==> config.mk <==
export PLATFORM = sky130hd
export DESIGN_NAME = png_metadata_chunk_extractor_unit
export DESIGN_NICKNAME = d
export VERILOG_FILES = /design/src/rtl/pngmeta_pkg.sv /design/src/rtl/png_metadata_chunk_extractor_unit.sv
export SDC_FILE = /design/constraint.sdc
export NUM_CORES = 1
export LEC_CHECK = 0
export ABC_AREA = 1
export BUFFER_PORTS_ARGS = -buffer_cell sky130_fd_sc_hd__buf_2
export CAP_MARGIN = 20
export CORE_MARGIN = 3
export CORE_UTILIZATION = 60
export CTS_BUF_LIST = sky130_fd_sc_hd__clkbuf_16
export DETAILED_ROUTE_END_ITERATION = 6
export HOLD_SLACK_MARGIN = 0.08
export PLACE_DENSITY_LB_ADDON = 0.1
export SLEW_MARGIN = 5
export SYNTH_ARGS = -nofsm -noshare
export SYNTH_HDL_FRONTEND = slang
export SYNTH_SLANG_ARGS = --single-unit
==> constraint.sdc <==
create_clock -name i_clk -period 4.9 [get_ports i_clk]
set_input_delay 0.98 -clock i_clk [delete_from_list [all_inputs] [get_ports i_clk]]
set_output_delay 0.98 -clock i_clk [all_outputs]
set_load 0.01 [all_outputs]
==> src/rtl/pngmeta_pkg.sv <==
`default_nettype none

package pngmeta_pkg;

    // Parser phase within the file
    typedef enum logic [2:0] {
        PH_SIG  = 3'd0,
        PH_LEN  = 3'd1,
        PH_TYPE = 3'd2,
        PH_DATA = 3'd3,
        PH_CRC  = 3'd4,
        PH_DONE = 3'd5
    } t_phase;

    // What the current chunk is being parsed as
    typedef enum logic [1:0] {
        CL_OTHER = 2'd0,
        CL_EXIF  = 2'd1,
        CL_XMP   = 2'd2
    } t_class;

    // Result word kinds
    typedef enum logic [1:0] {
        EV_BYTE     = 2'd0,
        EV_COMPLETE = 2'd1,
        EV_ABANDON  = 2'd2
    } t_event;

    // Blob selector codes
    localparam logic BLOB_EXIF = 1'b0;
    localparam logic BLOB_XMP  = 1'b1;

    typedef struct packed {
        logic [7:0] data_byte;
        logic       last_byte;
    } t_in_word;

    typedef struct packed {
        logic       blob_select;
        logic [7:0] out_byte;
        t_event     event_res;
    } t_out_word;

    // Chunk types, big-endian ASCII
    localparam logic [31:0] TYPE_EXIF = 32'h6558_4966;
    localparam logic [31:0] TYPE_ITXT = 32'h6954_5874;
    localparam logic [31:0] TYPE_IEND = 32'h4945_4E44;

    // Byte counters within the fixed-size fields
    localparam logic [2:0] SIG_LAST   = 3'd7;
    localparam logic [2:0] FIELD_LAST = 3'd3;

    // iTXt header layout: keyword with its NUL, compression flag, method byte
    localparam logic [4:0]  KEY_BYTES    = 5'd18;
    localparam logic [4:0]  HDR_END      = 5'd20;
    localparam logic [31:0] ITXT_MIN_LEN = 32'd20;
    localparam logic [1:0]  NUL_FIELDS   = 2'd2;

    // Expected keyword byte, including its terminating NUL
    function automatic logic [7:0] xmp_key_byte(input logic [4:0] idx);
        logic [7:0] kb;
        unique case (idx)
            5'd0:    kb = 8'h58;
            5'd1:    kb = 8'h4D;
            5'd2:    kb = 8'h4C;
            5'd3:    kb = 8'h3A;
            5'd4:    kb = 8'h63;
            5'd5:    kb = 8'h6F;
            5'd6:    kb = 8'h6D;
            5'd7:    kb = 8'h2E;
            5'd8:    kb = 8'h61;
            5'd9:    kb = 8'h64;
            5'd10:   kb = 8'h6F;
            5'd11:   kb = 8'h62;
            5'd12:   kb = 8'h65;
            5'd13:   kb = 8'h2E;
            5'd14:   kb = 8'h78;
            5'd15:   kb = 8'h6D;
            5'd16:   kb = 8'h70;
            default: kb = 8'h00;
        endcase
        return kb;
    endfunction

endpackage

`default_nettype wire

==> src/rtl/png_metadata_chunk_extractor_unit.sv <==
`default_nettype none

// PNG metadata extractor: walks the chunks of a PNG file fed one byte per word
// and pulls out the EXIF payload and the XMP packet of an iTXt chunk.
// Input channel: i_in_valid / o_in_ready carry i_in_word (data byte plus a flag
// on the final byte of the file). Output channel: o_out_valid / i_out_ready
// carry o_out_word (blob select, payload byte, event kind).
// Each input word gives zero or one result word: payload bytes, one complete
// event after the last CRC byte of a blob's chunk, or an abandoned event when
// the file ends while a blob with bytes already sent is still open.
// A result is presented in the cycle after its input word is accepted.
// Throughput is one byte per cycle while results are taken, set by the single
// result register; the per-byte work is compares and a 32-bit down-count.
// A stalled receiver holds the result register, and o_in_ready then drops
// until the result is taken; an empty or draining result register lets a new
// byte in every cycle.
// Reset (synchronous, active low) returns the parser to the signature phase
// and empties the result register. The parser also returns to that state
// after the word flagged as last, ready for the next file.
module png_metadata_chunk_extractor_unit
    import pngmeta_pkg::*;
(
    input  wire       i_clk,
    input  wire       i_rst_n,
    input  wire       i_in_valid,
    output logic      o_in_ready,
    input  wire t_in_word i_in_word,
    output logic      o_out_valid,
    input  wire       i_out_ready,
    output t_out_word o_out_word
);

    t_phase      r_phase,    n_phase,    s_phase;
    logic [2:0]  r_sub,      n_sub;
    logic [31:0] r_left,     n_left;
    logic [23:0] r_type,     n_type;
    t_class      r_class,    n_class,    s_class;
    logic [4:0]  r_hidx,     n_hidx;
    logic [1:0]  r_nul,      n_nul;
    logic        r_exif_tkn, n_exif_tkn;
    logic        r_xmp_tkn,  n_xmp_tkn;
    logic        r_any,      n_any,      s_any;

    logic        r_out_valid;
    t_out_word   r_out;

    logic        s_accept;
    logic [7:0]  s_b;
    logic [31:0] s_full_type;
    logic        s_hdr_fail;
    logic        s_emit;
    logic        s_emit_sel;
    logic        s_complete;
    logic        s_abandon;
    logic        s_have;
    t_out_word   s_result;

    assign s_b         = i_in_word.data_byte;
    assign s_full_type = {r_type, s_b};
    assign o_in_ready  = !r_out_valid || i_out_ready;
    assign s_accept    = i_in_valid && o_in_ready;

    // Next state: advance the parser by one byte
    always_comb begin
        s_phase    = r_phase;
        n_sub      = r_sub;
        n_left     = r_left;
        n_type     = r_type;
        s_class    = r_class;
        n_hidx     = r_hidx;
        n_nul      = r_nul;
        n_exif_tkn = r_exif_tkn;
        n_xmp_tkn  = r_xmp_tkn;
        s_any      = r_any;
        s_hdr_fail = 1'b0;

        unique case (r_phase)
            PH_SIG: begin
                if (r_sub == SIG_LAST) begin
                    s_phase = PH_LEN;
                    n_sub   = '0;
                end else begin
                    n_sub = r_sub + 3'd1;
                end
            end
            PH_LEN: begin
                n_left = {r_left[23:0], s_b};
                if (r_sub == FIELD_LAST) begin
                    s_phase = PH_TYPE;
                    n_sub   = '0;
                end else begin
                    n_sub = r_sub + 3'd1;
                end
            end
            PH_TYPE: begin
                n_type = {r_type[15:0], s_b};
                if (r_sub != FIELD_LAST) begin
                    n_sub = r_sub + 3'd1;
                end else begin
                    n_sub   = '0;
                    n_hidx  = '0;
                    n_nul   = '0;
                    s_any   = 1'b0;
                    s_class = CL_OTHER;
                    if (s_full_type == TYPE_IEND) begin
                        s_phase = PH_DONE;
                    end else begin
                        if (s_full_type == TYPE_EXIF && !r_exif_tkn) begin
                            s_class = CL_EXIF;
                        end else if (s_full_type == TYPE_ITXT && !r_xmp_tkn &&
                                     r_left > ITXT_MIN_LEN) begin
                            s_class = CL_XMP;
                        end
                        s_phase = (r_left != '0) ? PH_DATA : PH_CRC;
                    end
                end
            end
            PH_DATA: begin
                if (r_class == CL_EXIF) begin
                    s_any = 1'b1;
                end else if (r_class == CL_XMP) begin
                    // check keyword, NUL and compression flag, then skip fields
                    if (r_hidx < KEY_BYTES) begin
                        s_hdr_fail = (s_b != xmp_key_byte(r_hidx));
                        n_hidx     = r_hidx + 5'd1;
                    end else if (r_hidx == KEY_BYTES) begin
                        s_hdr_fail = (s_b != 8'h00);
                        n_hidx     = r_hidx + 5'd1;
                    end else if (r_hidx < HDR_END) begin
                        n_hidx = r_hidx + 5'd1;
                    end else if (r_nul != NUL_FIELDS) begin
                        if (s_b == 8'h00) begin
                            n_nul = r_nul + 2'd1;
                        end
                    end else begin
                        s_any = 1'b1;
                    end
                    if (s_hdr_fail) begin
                        s_class = CL_OTHER;
                    end
                end
                n_left = r_left - 32'd1;
                if (r_left == 32'd1) begin
                    s_phase = PH_CRC;
                    n_sub   = '0;
                end
            end
            PH_CRC: begin
                if (r_sub != FIELD_LAST) begin
                    n_sub = r_sub + 3'd1;
                end else begin
                    if (r_class != CL_OTHER && r_any) begin
                        if (r_class == CL_XMP) begin
                            n_xmp_tkn = 1'b1;
                        end else begin
                            n_exif_tkn = 1'b1;
                        end
                    end
                    s_class = CL_OTHER;
                    s_any   = 1'b0;
                    s_phase = PH_LEN;
                    n_sub   = '0;
                end
            end
            default: begin
            end
        endcase

        n_phase = s_phase;
        n_class = s_class;
        n_any   = s_any;

        // Return to reset after the final byte of the file
        if (i_in_word.last_byte) begin
            n_phase    = PH_SIG;
            n_sub      = '0;
            n_left     = '0;
            n_type     = '0;
            n_class    = CL_OTHER;
            n_hidx     = '0;
            n_nul      = '0;
            n_exif_tkn = 1'b0;
            n_xmp_tkn  = 1'b0;
            n_any      = 1'b0;
        end
    end

    // Outputs: build the result word for this byte
    always_comb begin
        s_emit     = 1'b0;
        s_emit_sel = BLOB_EXIF;
        s_complete = 1'b0;

        if (r_phase == PH_DATA) begin
            if (r_class == CL_EXIF) begin
                s_emit = 1'b1;
            end else if (r_class == CL_XMP && r_hidx == HDR_END && r_nul == NUL_FIELDS) begin
                s_emit     = 1'b1;
                s_emit_sel = BLOB_XMP;
            end
        end

        if (r_phase == PH_CRC && r_sub == FIELD_LAST && r_class != CL_OTHER && r_any) begin
            s_complete = 1'b1;
        end

        s_abandon = i_in_word.last_byte && !s_complete && s_class != CL_OTHER && s_any &&
                    (s_phase == PH_DATA || s_phase == PH_CRC);

        s_have = s_emit || s_complete || s_abandon;

        // drop a payload byte in favour of the abandoned event
        priority if (s_abandon) begin
            s_result.blob_select = (s_class == CL_XMP) ? BLOB_XMP : BLOB_EXIF;
            s_result.out_byte    = 8'h00;
            s_result.event_res   = EV_ABANDON;
        end else if (s_complete) begin
            s_result.blob_select = (r_class == CL_XMP) ? BLOB_XMP : BLOB_EXIF;
            s_result.out_byte    = 8'h00;
            s_result.event_res   = EV_COMPLETE;
        end else begin
            s_result.blob_select = s_emit_sel;
            s_result.out_byte    = s_b;
            s_result.event_res   = EV_BYTE;
        end
    end

    // Hold parser state; advance it on each accepted word
    always_ff @(posedge i_clk) begin
        if (!i_rst_n) begin
            r_phase    <= PH_SIG;
            r_sub      <= '0;
            r_class    <= CL_OTHER;
            r_hidx     <= '0;
            r_nul      <= '0;
            r_exif_tkn <= 1'b0;
            r_xmp_tkn  <= 1'b0;
            r_any      <= 1'b0;
        end else if (s_accept) begin
            r_phase    <= n_phase;
            r_sub      <= n_sub;
            r_class    <= n_class;
            r_hidx     <= n_hidx;
            r_nul      <= n_nul;
            r_exif_tkn <= n_exif_tkn;
            r_xmp_tkn  <= n_xmp_tkn;
            r_any      <= n_any;
        end
    end

    // Length and type shift registers
    always_ff @(posedge i_clk) begin
        if (s_accept) begin
            r_left <= n_left;
            r_type <= n_type;
        end
    end

    // Result register: load when empty or being taken
    always_ff @(posedge i_clk) begin
        if (!i_rst_n) begin
            r_out_valid <= 1'b0;
        end else if (o_in_ready) begin
            r_out_valid <= s_accept && s_have;
        end
    end

    always_ff @(posedge i_clk) begin
        if (o_in_ready && s_accept && s_have) begin
            r_out <= s_result;
        end
    end

    assign o_out_valid = r_out_valid;
    assign o_out_word  = r_out;

endmodule

`default_nettype wire
==> out/metrics.cfg <==
[floorplanning]
row_count = 34
initial_core_util_pct = 63.1
die_w_um = 103
die_y_um = 103
die_area_sq_um = 10500
core_sq_um = 8890
pin_count = 26

[timing]
period_share_pct = 67.4
min_period_ps = 3300
drv_slew = 0
hold_viol = 0
setup_violations = 0
tns_ps = 0
rsz0062_at_grt = no
skew_ps = 7.40
fmax_ghz = 0.303
worst_pin_slew_ps = 715
relSlewSlack_pct = 51.8

[grt]
grt_pass1_wl_um = 21100
grt.overflow.total = 0
grt_max_degree = 33
grt_pass1_vias = 4563
grt_util_all_layers_pct = 25.0
antenna_found_initial = 0

[drt]
ant_nets = 0
wl_um = 12500
viasPerCell = 5.48
drc_errors = 0
drt_iter0_drc = 315
vias = 4853
wl_per_cell_um = 14.1
drt_pass1_iterations = 5

[cells_and_area]
syn2layout_area_growth_pct = 9.59
final_cell_mix = nand2_1 (169), nor2_1 (137), inv_1 (110), edfxtp_1 (67), o21ai_0 (42)
final_common_cell = nand2_1
antenna_cells = 0
fin_nets = 800
drive_above_1_share_pct = 9.40
fillers = 731
post-route-util_pct = 69.1

[clock_tree]
clockBufferDepth = 2
cts_hold_buf = 0
path_clk_slew_ps = 70
htreeDepth = 3
cts.sinks = 93
cts_resized = 0
insertion_delay_ps = 340
numCtsBuffers = 9
cts_tree = done
clockRootBuffer = clkbuf_16
post_cts.repair.setup_buffers = 0

[min_path]
min_from = r_sub[1]
worstHoldPathType = register to register
hold_path_depth = 2
min_to = r_sub[1]

[power_and_ir_drop]
vdd_drop_max_v = 0.000192
p_leak_uw = 0.00271
p_per_area_nw_per_um2 = 284

[placement]
port_buffers = 25
dp_hpwl_um = 9360
gp_congestion = 0.900

[setup_path]
cp.required_ps = 5170
cp.arrival_ps = 3570
crit_fanout = 28
start_kind = input port
worstSetupPathType = input port to register
path_delay_family = simple AND/OR/NAND/NOR gates
cpPeakStageDelay_ps = 400
worstPathCellList = buf_2, inv_2, nand2_4, nor2_2, nor3_4, nand2_1, xor2_1, nand2_1, ha_1, inv_1, nand2_1, nand2_1, nand2_1, a21oi_1
worst-path-buf-inv = 3
cp_slowest_cell = buf_2
crit_top_cell = nand2_1
worstRegToRegCells = 15
r2r_start = r_sub[0]
rrSetupSlack_ps = 1850
end_kind = register

[yosys]
synthArstFlopShare_pct = 0
synth_area_leaders = edfxtp_1 (36%), nand2_1 (11%), dfxtp_1 (9.3%)
avgSynthCellArea_sq_um = 7.51
synth_enable_flop_cells = 67
synth-warning-count = 0
yosys.area.top_type = edfxtp_1
synthFlopType = edfxtp_1
postSynthRegisterBits = 93
synth_top_area_share_pct = 35.9
synthesis.nets = 775
synthDistinctLibCells = 36
syn_inst = 747
syn-cell-area_sq_um = 5610
ys_seq_area_share_pct = 45.1

[job]
drv_cap = 0

[outcome]
outcome = completed

[worst max-delay path by stage]
stage / slack (ps) / endpoint / cells past startpoint / start
after floorplan: 1330 / r_left[0] / 5 / i_out_ready
after global placement: 1360 / register / 14 / i_in_word[0]
after detailed placement: 1260 / register / 15 / i_in_word[0]
after CTS: 1590 / register / 14 / i_in_word[0]
after global routing: 1270 / register / 14 / i_in_word[0]
final: 1600 / register / 14 / i_in_word[0]
[cell type report]
class | count | area, sq um | share of cell area [%]
Clock buffer | 10 | 250 | 4.07
Clock inverter | 6 | 58.8 | 0.957
Inverter | 119 | 447 | 7.27
Multi-Input combinational cell | 521 | 2580 | 41.9
Sequential cell | 93 | 2530 | 41.2
Tap cell | 108 | 135 | 2.20
Timing Repair Buffer | 28 | 148 | 2.40
[sequential cells by signal (all words and copies together), names as in the netlist, named ones only]
| signal | cells |
|---|---|
| r_hidx | 5 |
| r_class | 2 |
| o_out_word | 11 |
| r_any | 1 |
| r_type | 24 |
| r_phase | 3 |
| r_xmp_tkn | 1 |
| r_exif_tkn | 1 |
| o_out_valid | 1 |
| r_nul | 2 |
| r_sub | 3 |
| r_left | 32 |
[synth_stat cells (all sizes together) (8+ instances only)]
cell and number:
a21oi 23, dfxtp 26, edfxtp 67, clkbuf 9, ha 15, o22ai 20, nand4 8, xor2 17
nand2 176, nor3 11, nand3 38, nor2 144, o21ai 50, inv 118
[layer usage]
metal	routed length, um	part of all wire [%]	track usage, %
met1	5580	45	34.0
met2	6080	49	42.5
met3	673	5.4	2.77
met4	174	1.4	7.27
met5	0	0	0
[logic make-up after synthesis]
kind of cell	Yosys count	synth area share, %
XOR/XNOR	22	3.44
flip-flops	93	45.1
AND/OR/NAND/NOR	380	28.8
adder cells (fa/ha/maj)	15	3.35
buffers and inverters	133	9.06
AO/OA/AOI/OAI	104	10.2
[per-stage QoR]
step	total power [uW]	worst slack, ps	hold slack, ps	instance area, sq um	instances
after detailed placement	1040	1260	452	5840	869
final	1750	1600	462	6150	885
after global placement	1040	1360	452	5840	869
after CTS	1740	1590	465	6150	885
after global routing	1810	1270	490	6150	885
after floorplan	1000	1330	435	5610	747
[tightest hold or removal path, delay by kind of cell (launching register included)]
family                 cells  cell delay, ps
DFF                        1             310
buffers and inverters      1              50
AOI/OAI and AO/OA          1              50
[report_power, final]
| group | internal [uW] | leakage (uW) | total, uW | switching (uW) |
|---|---|---|---|---|
| registers | 873 | 0.000850 | 891 | 18.8 |
| logic | 42.4 | 0.00170 | 136 | 93.7 |
| clock network | 425 | 0.000161 | 720 | 294 |
| total | 1340 | 0.00271 | 1750 | 407 |
Power figures use the tool's default switching activity.
